===== src/rtl/llp_pkg.sv =====
// ----------------------------------------------------------------------------
// llp_pkg
// Shared constants, result and operation codes, and the controller/datapath
// command and status bundles of the LL(1) predictive parser.
// ----------------------------------------------------------------------------
`default_nettype none

package llp_pkg;

  // Default sizing
  localparam int STACK_DEPTH_DEF      = 128;
  localparam int MAX_RULES_DEF        = 32;
  localparam int RULE_LEN_DEF         = 32;
  localparam int NUM_NONTERMINALS_DEF = 8;
  localparam int NUM_TERMINALS_DEF    = 7;
  localparam int MAX_EXPANSIONS_DEF   = 15;

  // Start symbol after reset
  localparam logic [8:0] START_RESET = 9'd263;

  // Item operations
  localparam logic [1:0] OP_RULE  = 2'd0;
  localparam logic [1:0] OP_TABLE = 2'd1;
  localparam logic [1:0] OP_START = 2'd2;
  localparam logic [1:0] OP_TOKEN = 2'd3;

  // Result kinds
  localparam logic [2:0] KIND_RULE     = 3'd0;
  localparam logic [2:0] KIND_MATCH    = 3'd1;
  localparam logic [2:0] KIND_ACCEPT   = 3'd2;
  localparam logic [2:0] KIND_MISMATCH = 3'd3;
  localparam logic [2:0] KIND_NORULE   = 3'd4;
  localparam logic [2:0] KIND_OVERFLOW = 3'd5;
  localparam logic [2:0] KIND_DONE     = 3'd6;

  // Configuration register byte addresses
  localparam logic [2:0] ADDR_START_SYMBOL = 3'd0;

  typedef struct packed {
    logic       accept;       // latch item, perform load or start
    logic       pop;          // drop matched terminal
    logic       clr_active;   // end the parse
    logic       rd_top;       // read top of stack
    logic       rd_table;     // read parse table
    logic       sweep_start;  // begin walking the rule right side
    logic       sweep_run;    // advance the walk
    logic       commit;       // take the new stack count
    logic       exp_inc;      // count one expansion
    logic       emit;         // load the result register
    logic [2:0] kind;
    logic       last;
    logic       rule_en;      // report the applied rule number
  } llp_cmd_t;

  typedef struct packed {
    logic clr_busy;
    logic out_free;
    logic in_is_token;
    logic active;
    logic count_zero;
    logic tok_end;
    logic top_term;
    logic top_eq;
    logic nt_ok;
    logic hit;
    logic exp_limit;
    logic sweep_done;
    logic fits;
  } llp_sts_t;

endpackage

`default_nettype wire


===== src/rtl/llp_ctrl.sv =====
// ----------------------------------------------------------------------------
// llp_ctrl
// Parser sequencer: steps each token through stack read, table lookup, rule
// walk and result emission; load and start items emit a done result.
// ----------------------------------------------------------------------------
`default_nettype none

module llp_ctrl (
  input  wire logic              clk,
  input  wire logic              rst_n,
  input  wire logic              in_tvalid,
  output logic                   in_rdy,
  input  wire llp_pkg::llp_sts_t sts,
  output llp_pkg::llp_cmd_t      cmd
);

  typedef enum logic [2:0] {
    S_CLEAR, S_IDLE, S_DONE, S_TOK, S_TOP, S_TBL, S_SWEEP, S_FIN
  } state_t;

  state_t state_r, state_nxt;

  always_comb begin
    state_nxt = state_r;
    cmd       = '0;
    in_rdy    = 1'b0;
    unique case (state_r)
      S_CLEAR: begin
        if (!sts.clr_busy) state_nxt = S_IDLE;
      end
      S_IDLE: begin
        in_rdy = 1'b1;
        if (in_tvalid) begin
          cmd.accept = 1'b1;
          state_nxt  = sts.in_is_token ? S_TOK : S_DONE;
        end
      end
      S_DONE: begin
        if (sts.out_free) begin
          cmd.emit  = 1'b1;
          cmd.kind  = llp_pkg::KIND_DONE;
          cmd.last  = 1'b1;
          state_nxt = S_IDLE;
        end
      end
      S_TOK: begin
        if (sts.out_free) begin
          if (!sts.active) begin
            cmd.emit  = 1'b1;
            cmd.kind  = llp_pkg::KIND_MISMATCH;
            cmd.last  = 1'b1;
            state_nxt = S_IDLE;
          end else if (sts.count_zero) begin
            cmd.emit       = 1'b1;
            cmd.kind       = sts.tok_end ? llp_pkg::KIND_ACCEPT : llp_pkg::KIND_MISMATCH;
            cmd.last       = 1'b1;
            cmd.clr_active = 1'b1;
            state_nxt      = S_IDLE;
          end else begin
            cmd.rd_top = 1'b1;
            state_nxt  = S_TOP;
          end
        end
      end
      S_TOP: begin
        if (sts.out_free) begin
          if (sts.top_term) begin
            cmd.emit = 1'b1;
            cmd.last = 1'b1;
            if (sts.top_eq) begin
              cmd.pop  = 1'b1;
              cmd.kind = llp_pkg::KIND_MATCH;
            end else begin
              cmd.clr_active = 1'b1;
              cmd.kind       = llp_pkg::KIND_MISMATCH;
            end
            state_nxt = S_IDLE;
          end else if (!sts.nt_ok) begin
            cmd.emit       = 1'b1;
            cmd.kind       = llp_pkg::KIND_NORULE;
            cmd.last       = 1'b1;
            cmd.clr_active = 1'b1;
            state_nxt      = S_IDLE;
          end else begin
            cmd.rd_table = 1'b1;
            state_nxt    = S_TBL;
          end
        end
      end
      S_TBL: begin
        if (sts.out_free) begin
          if (!sts.hit || sts.exp_limit) begin
            cmd.emit       = 1'b1;
            cmd.kind       = sts.hit ? llp_pkg::KIND_OVERFLOW : llp_pkg::KIND_NORULE;
            cmd.last       = 1'b1;
            cmd.clr_active = 1'b1;
            state_nxt      = S_IDLE;
          end else begin
            cmd.sweep_start = 1'b1;
            state_nxt       = S_SWEEP;
          end
        end
      end
      S_SWEEP: begin
        if (sts.sweep_done) state_nxt = S_FIN;
        else cmd.sweep_run = 1'b1;
      end
      S_FIN: begin
        if (sts.out_free) begin
          cmd.emit = 1'b1;
          if (sts.fits) begin
            cmd.commit  = 1'b1;
            cmd.exp_inc = 1'b1;
            cmd.kind    = llp_pkg::KIND_RULE;
            cmd.rule_en = 1'b1;
            state_nxt   = S_TOK;
          end else begin
            cmd.kind       = llp_pkg::KIND_OVERFLOW;
            cmd.last       = 1'b1;
            cmd.clr_active = 1'b1;
            state_nxt      = S_IDLE;
          end
        end
      end
      default: state_nxt = S_IDLE;
    endcase
  end

  always_ff @(posedge clk) begin
    if (!rst_n) state_r <= S_CLEAR;
    else state_r <= state_nxt;
  end

endmodule

`default_nettype wire


===== config.mk =====
export PLATFORM = sky130hd
export DESIGN_NAME = llp_ctrl
export DESIGN_NICKNAME = d
export VERILOG_FILES = /design/src/rtl/llp_pkg.sv /design/src/rtl/llp_ctrl.sv
export SDC_FILE = /design/constraint.sdc
export NUM_CORES = 1
export LEC_CHECK = 0
export BUFFER_PORTS_ARGS = -buffer_cell sky130_fd_sc_hd__buf_4
export CORE_AREA = 2 2 39 41
export DETAILED_ROUTE_END_ITERATION = 10
export DIE_AREA = 0 0 41 43
export PLACE_DENSITY = 0.76
export SKIP_CTS_REPAIR_TIMING = 1
export SKIP_LAST_GASP = 1
export SYNTH_ARGS = -nofsm -noshare
export SYNTH_HDL_FRONTEND = slang
export SYNTH_SLANG_ARGS = --single-unit

===== constraint.sdc =====
create_clock -name clk -period 1.9 [get_ports clk]
set_clock_uncertainty 0.15 [all_clocks]
set_input_delay 0.38 -clock clk [delete_from_list [all_inputs] [get_ports clk]]
set_output_delay 0.38 -clock clk [all_outputs]
set_load 0.02 [all_outputs]

Yosys cells after proc, flatten, opt, wreduce, memory -nomap -nowiden
Cells that the tools add are included.
- reductions and logical operators: 4
- equal/unequal tests: 15
- multiplexer cells: 64
- operators with widths (operator ; count):
    $mux 5 ; 9
    $mux 3 ; 14
    $mux 1 ; 30
    $pmux 5 s5 ; 1
    $pmux 3 s8 ; 1
    $ne 2x2->1 const B ; 8
    $mux 2 ; 7
    $eq 3x3->1 const B ; 4
    $mux 8 ; 1
    $reduce_and 8->1 ; 1
    $eq 3x2->1 const B ; 2
    $pmux 1 s4 ; 1
    $eq 3x1->1 const B ; 1
    $logic_not 3->1 ; 1
    $logic_not 1->1 ; 1
    $logic_or 1x1->1 ; 1
- word-level logic and storage cells: 84
- register bits: 3
- output and inout bits: 16

Longest topological paths before layout
Gate-level depths: netlist of run 1.
- depth in word-level cells: 5
- gate-level depth with buffers: 6
- gate-level depth less buffers: 4

Worst setup path after synthesis of run 1
Ideal clock, no wire load.
- path kind: reg2out
- start: reg state_r[1]
- end: out cmd[6] in the netlist's numbering
- data required time: 1.370 ns
- slack: -0.115 ns
- arrival time: 1.485 ns
- path buffers: 3
- cell stages (with the launch flop): 6
- path through: dfxtp_1 buf_2 buf_2 nand4_1 nor2_1 buf_4
- RTL lines (item ; RTL line ; text):
    start: declaration ; llp_ctrl.sv:21 ; state_t state_r, state_nxt;
    start signal: assignment ; llp_ctrl.sv:131 ; else state_r <= state_nxt;
    end: declaration ; llp_ctrl.sv:14 ; output llp_pkg::llp_cmd_t cmd

==> results of run 1 <==
stage by stage:
stage	hold WS, ns	total power [uW]	cell area (um2)	util, %	TNS [ns]
final	0.2377	1174	1080	78.03	-0.5311
after CTS	0.2411	953.8	910.9	65.82	-2.400
after detailed placement	0.4995	825.7	884.6	63.92	-0.2159
after global placement	0.4956	810.3	884.6	63.92	-0.02056
after floorplan	0.3648	559.7	551.8	-	-0.06727
after global routing	0.2381	1264	1080	78.03	-1.117
final timing paths:
check	endpoint	slack (ns)	depth (start not counted)
worst min-delay path	state_r[1]$_SDFFE_PN0P_	0.24	3
worst max register to register	state_r[1]$_SDFFE_PN0P_	0.20	6
worst min register to register	state_r[1]$_SDFFE_PN0P_	0.53	2
worst max-delay path	cmd[12]	-0.13	7
tightest hold or removal path: stages:
cell,delay (ns)
buf_4,0.11
inv_1,0.06
a311oi_1,0.04
kinds of logic (layout without fill, tap and decap cells):
kind of cell,Yosys count,in the layout,share of synthesized area (%)
xor gates and xnor gates,1,1,1.609
DFF,3,3,11.03
buffers and inverters,15,61,14.25
and+or+nand+nor,34,34,34.71
AOI/OAI and AO/OA,31,31,38.39
power groups by stage:
stage          Combinational (uW)  Sequential [uW]  Clock (uW)
3_3_place_gp                  679              131           0
3_5_place_dp                  691              134           0
5_1_grt                       961              171         133
4_1_cts                       693              136         124
2_1_floorplan                 459              101           0
6_report                      891              164         119
cells in the final DEF (no fill, tap or decap), drive strengths merged, types with 3 or more instances in the layout:
cell	n
buf	51
nor4	3
nor2	4
nor3	5
clkbuf	4
a21oi	7
nand2b	8
nand2	8
inv	6
o21ai	7
dfxtp	3
per-layer routing:
layer	up-vias	share of wire, %	GRT usage [%]
li1	401	-	-
met1	396	40	26.98
met2	43	52	41.56
met3	6	6.6	4.188
met4	0	1.4	8.000
met5	-	0	0
cell type report:
class                           instances  area (um2)  share of cell area [%]
Multi-Input combinational cell         66       541.8                   50.17
Sequential cell                         3       71.32                   6.605
Timing Repair Buffer                   51       397.9                   36.85
Inverter                                6       22.52                   2.086
Clock buffer                            4       26.28                   2.433
Tap cell                               16       20.02                   1.854
==> out/results.tsv, run 1 <==
metric	value	unit
CTS Buf Count	3	
Die Footprint	1763	um2
Largest Register	state_r	
Final WS setup	-0.1295	ns
Worst Tran Pin Value	0.3223	ns
Syn-to-layout area delta	98.39	%
Clock power frac	10.1	%
crit share post-route	106.8	%
final wirelength	2142	um
Final Non-Filler Cells	146	
crit-path most repeated cell	buf_6	
num ports	32	
worst path cell trace	buf_6 > buf_6 > a21o_1 > o21ai_1 > a211oi_2 > a31o_2 > buf_6	
critical path class	reg2out	
CORE AREA	1384	um2
origin of the worst min-delay path	rst_n	
Yosys top cell by area	dfxtp_1	
kind of end point of the critical path	output port	
number of clock sinks	3	
crit path from	state_r[2]$_SDFFE_PN0P_	
drt drc	0	
Arrival @ worst endpoint	1.50	ns
Root Driver	clkbuf_4	
sequential share of power	14.0	%
Synth Register Bits	3	
worst hold path class	in2reg	
Bufs on Longest Clock Path	2	
total grt overflow	0	
Final ANT Viol Nets	0	
P_sw	559.8	uW
pin count of the biggest net entering global routing	12	
Max rail drop VDD	0.6204	mV
Logic pwr share	75.9	%
Pwr Density	1087	nW/um2
Syn Area/Cell	6.479	um2
top cell type's share of synthesized area	11.03	%
antenna cells	0	
Post-synth EDFFs	0	
worst r2r src	state_r[2]$_SDFFE_PN0P_	
syn nets	100	
Worst slew margin	78.21	%
top post-synthesis cells by area	dfxtp_1 (11%), nand2b_1 (9.2%), a21oi_1 (6.4%)	
total number of vias	846	
CTS tree	built	
largest registers	state_r (3)	
CP Launch Type	flip-flop	
router iterations before antenna repair	4	
first-pass GRT wire length	2987	um
num rows	14	
P_leak	0.0004746	uW
initial core utilization	39.33	%
H-tree levels	1	
Port Buffers	31	
Worst-path clk slew	0.04	ns
failing checks	setup timing	
die height	43	um
CP Max Fanout	6	
list of most frequent post-synthesis cells	nand2_1 (8), nand2b_1 (8), a21oi_1 (7)	
Post-synth top flop	dfxtp_1	
yosys warns	0	
CP max-delay cell	dfxtp_4	
max cap viols	0	
GRT Total Usage	23.80	%
Slew Viols, Final	0	
Final setup viols	7	
pre-CTS setup slack	-0.09187	ns
status	finished, violations left	
Detail Placement HPWL	1535	um
number of flip-flops in the largest register	3	
fin nets	147	
Netlist cell types	35	
DP Cell Count	140	
cell family with most CP delay	compound AO/OA/AOI/OAI gates	
final hold viol count	0	
FFs w/ async S/R, synth	0	%
Die W	41	um
Mapped Cells	84	
CP Data Required Time	1.37	ns
fraction of layout cells with a size suffix above 1	59.23	%
synthesized area	544.3	um2
initial antenna violation count	0	
GPL Wtd Cong	0.9683	
wire per inst	14.67	um
Clk Latency, worst-skew pair	0.24	ns
RSZ-0062 raised after global routing	yes	
CP Buf/Inv Count	3	
vias per cell	5.795	
Pint	613.8	uW
Period minus WS final	2.030	ns
Sw Share	47.70	%
DR iter-0 viols	23	
Critical Path Max Stage Delay	0.36	ns
via count of the first global-routing pass	743	
fmax	0.4927	GHz
Seq/Total Area, Yosys	11.03	%
# fillers	101	
No activity file was read; power rests on OpenSTA's default activity.
==> run 2: changes to the inputs <==
Settings changed: CTS_BUF_LIST from default to sky130_fd_sc_hd__clkbuf_2 sky130_fd_sc_hd__clkbuf_4 sky130_fd_sc_hd__clkbuf_8.
==> run 2 against run 1 <==
The flow still finishes with violations (setup timing). Sequential power is essentially flat. Worst hold slack better by 0.0049 ns. Non-clock buffer count unchanged. Via count is 1.7% lower. Cell count unchanged.
==> out/results.tsv, run 2 (same netlist as run 1, synthesis figures left out) <==
metric	value	unit	change
CP Launch Type	flip-flop		
final wirelength	2150	um	+0.37%
Detail Placement HPWL	1535	um	unchanged
crit path from	state_r[2]$_SDFFE_PN0P_		
status	finished, violations left		
Final WS setup	-0.1283	ns	+0.001225 ns
worst path cell trace	buf_6 > buf_6 > a21o_1 > o21ai_1 > a211oi_2 > a31o_2 > buf_6		
Critical Path Max Stage Delay	0.36	ns	about the same
RSZ-0062 raised after global routing	yes		
GRT Total Usage	23.60	%	-0.20 points
pin count of the biggest net entering global routing	12		unchanged
Arrival @ worst endpoint	1.50	ns	about the same
crit share post-route	106.8	%	about the same
Slew Viols, Final	0		unchanged
Worst Tran Pin Value	0.3241	ns	+0.001817 ns
fin nets	147		unchanged
failing checks	setup timing		
worst hold slack	0.2426	ns	+0.004901 ns
Worst-path clk slew	0.04	ns	about the same
fmax	0.4930	GHz	about the same
worst hold path class	in2reg		
storage element area	71.32	um2	unchanged
vias per cell	5.699		-1.7%
Critical Path Stages	7		unchanged
R2R depth	6		unchanged
GPL Wtd Cong	0.9683		unchanged
Port Buffers	31		unchanged
CTS Buf Count	3		unchanged
Period minus WS final	2.028	ns	-0.001225 ns
CP Max Fanout	6		unchanged
H-tree levels	1		unchanged
crit-path most repeated cell	buf_6		
Final setup viols	7		unchanged
worst r2r src	state_r[2]$_SDFFE_PN0P_		
Bufs on Longest Clock Path	2		unchanged
number of clock sinks	3		unchanged
Worst slew margin	78.09	%	-0.12 points
setup TNS	-0.5400	ns	-0.008862 ns
Final ANT Viol Nets	0		unchanged
DR iter-0 viols	21		-8.7%
Pwr Density	1093	nW/um2	+0.59%
via count of the first global-routing pass	740		-0.40%
drt drc	0		unchanged
total grt overflow	0		unchanged
Clk Latency, worst-skew pair	0.24	ns	about the same
P_leak	0.0004760	uW	+0.31%
Die W	41	um	unchanged
Die Footprint	1763	um2	unchanged
# fillers	107		+5.9%
final hold viol count	0		unchanged
first-pass GRT wire length	2946	um	-1.4%
CP Data Required Time	1.37	ns	about the same
Multi-input gate area	533.0	um2	-1.6%
Hold Path Stages	3		unchanged
antenna cells	0		unchanged
largest registers	state_r (3)		
pre-CTS setup slack	-0.09187	ns	unchanged
most common cell after layout, fill and taps aside	buf_4		
Root Driver	clkbuf_4		
initial antenna violation count	0		unchanged
most frequent cells in the layout	buf_4 (48), a21oi_1 (7), inv_1 (6), nand2_1 (6), nand2b_1 (6)		
kind of end point of the critical path	output port		
num rows	14		unchanged
fraction of layout cells with a size suffix above 1	60.00	%	+0.77 points
critical path class	reg2out		
CORE AREA	1384	um2	unchanged
num ports	32		unchanged
initial core utilization	39.33	%	unchanged
Largest Register	state_r		
cell family with most CP delay	compound AO/OA/AOI/OAI gates		
router iterations before antenna repair	4		unchanged
DP Cell Count	140		unchanged
max cap viols	0		unchanged
CTS tree	built		
Syn-to-layout area delta	96.78	%	
number of flip-flops in the largest register	3		unchanged
Max rail drop VDD	0.5908	mV	-4.8%
CP Buf/Inv Count	3		unchanged
total number of vias	832		-1.7%
CP max-delay cell	dfxtp_4		
die height	43	um	unchanged
wire per inst	14.73	um	+0.37%
Final Non-Filler Cells	146		unchanged
origin of the worst min-delay path	rst_n		
-- run 2: cell count changes in the layout (fill, tap and decap cells not counted) --
cell      previous run  this run
buf_6                4         3
nor4_2               0         1
clkbuf_1             1         0
nor4_4               3         2
buf_4               47        48
clkbuf_4             3         4
-- run 2: where the power goes --
group	leakage [uW]	switching [uW]	internal (uW)
clock	0.0000184	39.5	93.4
combinational	0.000431	448	427
sequential	0.0000267	63.5	99.7
-- run 2: final cells by class --
cell class / count / area share [%]
Sequential cell: 3 / 6.659
Clock buffer: 4 / 2.804
Inverter: 6 / 2.103
Tap cell: 16 / 1.869
Timing Repair Buffer: 51 / 36.80
Multi-Input combinational cell: 66 / 49.77
-- run 2: worst reg2reg max path: stages (launching register included) --
cell	delay (ns)
dfxtp_4	0.36
buf_6	0.12
buf_4	0.13
xor2_1	0.14
a211oi_2	0.36
a21oi_1	0.11
a311oi_1	0.26
-- run 2: through the flow --
stage               util, %  cell area [um2]  total power [uW]
floorplan                 -            551.8             559.7
CTS                   66.09            914.6             967.6
global placement      63.92            884.6             810.3
finish                77.40             1071              1171
global route          77.40             1071              1253
detailed placement    63.92            884.6             825.7
-- run 2: worst paths after layout --
path | endpoint | slack, ns
max reg2reg | state_r[1]$_SDFFE_PN0P_ | 0.18
min | state_r[1]$_SDFFE_PN0P_ | 0.24
max | cmd[12] | -0.13
min reg2reg | state_r[1]$_SDFFE_PN0P_ | 0.53
-- run 2: routing by layer --
| metal | part of all wire (%) | vias up | GRT usage (%) |
|---|---|---|---|
| met5 | 0 | - | 0 |
| met4 | 0.51 | 0 | 8.000 |
| met3 | 7.3 | 2 | 4.188 |
| met2 | 54 | 42 | 41.56 |
| met1 | 39 | 385 | 26.35 |
| li1 | - | 403 | - |
==> run 3: changes to the inputs <==
Settings changed: REMOVE_ABC_BUFFERS from default to 1.
==> run 3 against run 2 <==
The flow still finishes with violations (setup timing). Sequential power is 9.8% lower. Cell count is 2.1% higher. Global-route usage is 2.4 points lower. Total power is 7.9% higher. Critical endpoint is now cmd[3]. Largest power group unchanged.
==> out/results.tsv, run 3 (same netlist as run 1, synthesis figures left out) <==
metric	value	unit	change
kind of end point of the critical path	output port		
CP Launch Type	flip-flop		
drt drc	0		unchanged
Worst Tran Pin Value	0.3912	ns	+0.06708 ns
Period minus WS final	1.963	ns	-0.06519 ns
fraction of layout cells with a size suffix above 1	61.65	%	+1.7 points
Final Util	80.92	%	+3.5 points
worst path cell trace	buf_6 > nand2b_1 > o21ai_0 > a31o_2 > buf_4		
via count of the first global-routing pass	702		-5.1%
crit share post-route	103.3	%	-3.4 points
RSZ-0062 raised after global routing	yes		
wire per inst	15.06	um	+2.3%
num rows	14		unchanged
max cap viols	0		unchanged
CTS Buf Count	3		unchanged
GPL Wtd Cong	0.8469		-13%
Final setup viols	10		+3
Bufs on Longest Clock Path	2		unchanged
Syn-to-layout area delta	105.7	%	
critical path class	reg2out		
initial antenna violation count	0		unchanged
Final WS setup	-0.06313	ns	+0.06519 ns
most common cell after layout, fill and taps aside	buf_4		
number of flip-flops in the largest register	3		unchanged
CP Max Fanout	11		+5
total grt overflow	0		unchanged
P_leak	0.0005028	uW	+5.6%
# fillers	93		-13%
CORE AREA	1384	um2	unchanged
setup TNS	-0.2391	ns	+0.3009 ns
CP Buf/Inv Count	2		-1
CP Data Required Time	1.37	ns	about the same
Port Buffers	31		unchanged
die height	43	um	unchanged
first-pass GRT wire length	2697	um	-8.5%
router iterations before antenna repair	4		unchanged
fmax	0.5094	GHz	+3.3%
Die Footprint	1763	um2	unchanged
antenna cells	0		unchanged
final wirelength	2244	um	+4.4%
total number of vias	834		+0.24%
final instance area	1120	um2	+4.6%
pin count of the biggest net entering global routing	12		unchanged
worst hold path class	in2reg		
num ports	32		unchanged
failing checks	setup timing		
Critical Path Max Stage Delay	0.38	ns	+0.02 ns
Largest Register	state_r		
Max rail drop VDD	0.6201	mV	+5.0%
cell family with most CP delay	flip-flops		
most frequent cells in the layout	buf_4 (45), buf_6 (9), nand2_1 (7), a21oi_1 (7), nand2b_1 (6)		
DR iter-0 viols	23		+9.5%
Final ANT Viol Nets	0		unchanged
largest registers	state_r (3)		
H-tree levels	1		unchanged
Final Non-Filler Cells	149		+2.1%
worst hold slack	0.2574	ns	+0.01479 ns
fin nets	150		+2.0%
Cell Area, Placed	892.1	um2	+0.85%
DP Cell Count	142		+1.4%
Slew Viols, Final	0		unchanged
Arrival @ worst endpoint	1.43	ns	-0.07 ns
status	finished, violations left		
Root Driver	clkbuf_4		
Worst-path clk slew	0.04	ns	about the same
storage element area	71.32	um2	unchanged
Multi-input gate area	534.3	um2	+0.23%
Clk Latency, worst-skew pair	0.24	ns	about the same
Pwr Density	1128	nW/um2	+3.2%
number of clock sinks	3		unchanged
final hold viol count	0		unchanged
vias per cell	5.597		-1.8%
Die W	41	um	unchanged
CTS tree	built		
Worst slew margin	73.87	%	-4.2 points
initial core utilization	39.33	%	unchanged
Detail Placement HPWL	1400	um	-8.8%
CP max-delay cell	dfxtp_4		
GRT Total Usage	21.18	%	-2.4 points
## run 3: metrics by stage
stage / setup slack [ns] / power (uW)
6_report: -0.06313 / 1263
5_1_grt: -0.1168 / 1332
4_1_cts: -0.2451 / 983.5
3_5_place_dp: 0.002349 / 850.8
3_3_place_gp: -0.005066 / 838.6
2_1_floorplan: -0.2851 / 513.4
## run 3: area by class of cell
class / instances / share of cell area (%)
multi-input cells: 66 / 47.71
well taps: 16 / 1.788
flip-flops and latches: 3 / 6.369
repair buffers: 54 / 39.22
inverters: 6 / 2.235
clock buffers: 4 / 2.682
## run 3: worst paths after layout
kind / start / endpoint / slack (ns) / cells after the start
min: rst_n / state_r[1]$_SDFFE_PN0P_ / 0.26 / 3
max: state_r[1]$_SDFFE_PN0P_ / cmd[3] / -0.06 / 5
max reg2reg: state_r[1]$_SDFFE_PN0P_ / state_r[1]$_SDFFE_PN0P_ / 0.03 / 6
min reg2reg: state_r[0]$_SDFFE_PN0P_ / state_r[0]$_SDFFE_PN0P_ / 0.53 / 2
## run 3: metal layers
| metal | GRT usage, % | part of all wire [%] | wire length (um) | vias to the layer above |
|---|---|---|---|---|
| li1 | - | - | - | 409 |
| met1 | 26.90 | 42 | 936 | 400 |
| met2 | 35.63 | 55 | 1231 | 25 |
| met3 | 0.5236 | 3.4 | 76 | 0 |
| met4 | 8.000 | 0 | 0 | 0 |
| met5 | 0 | 0 | 0 | - |
## run 3: power by group
| group | total [uW] | switching, uW | leakage (uW) | internal [uW] |
|---|---|---|---|---|
| logic | 979 | 496 | 0.000458 | 483 |
| clock network | 137 | 43.2 | 0.0000184 | 93.6 |
| registers | 147 | 47.9 | 0.0000267 | 99.2 |
## run 3: tightest hold or removal path: cells and delay by family
kind	cells	cell delay, ns
AOI/OAI and AO/OA	1	0.04
buffers and inverters	2	0.18
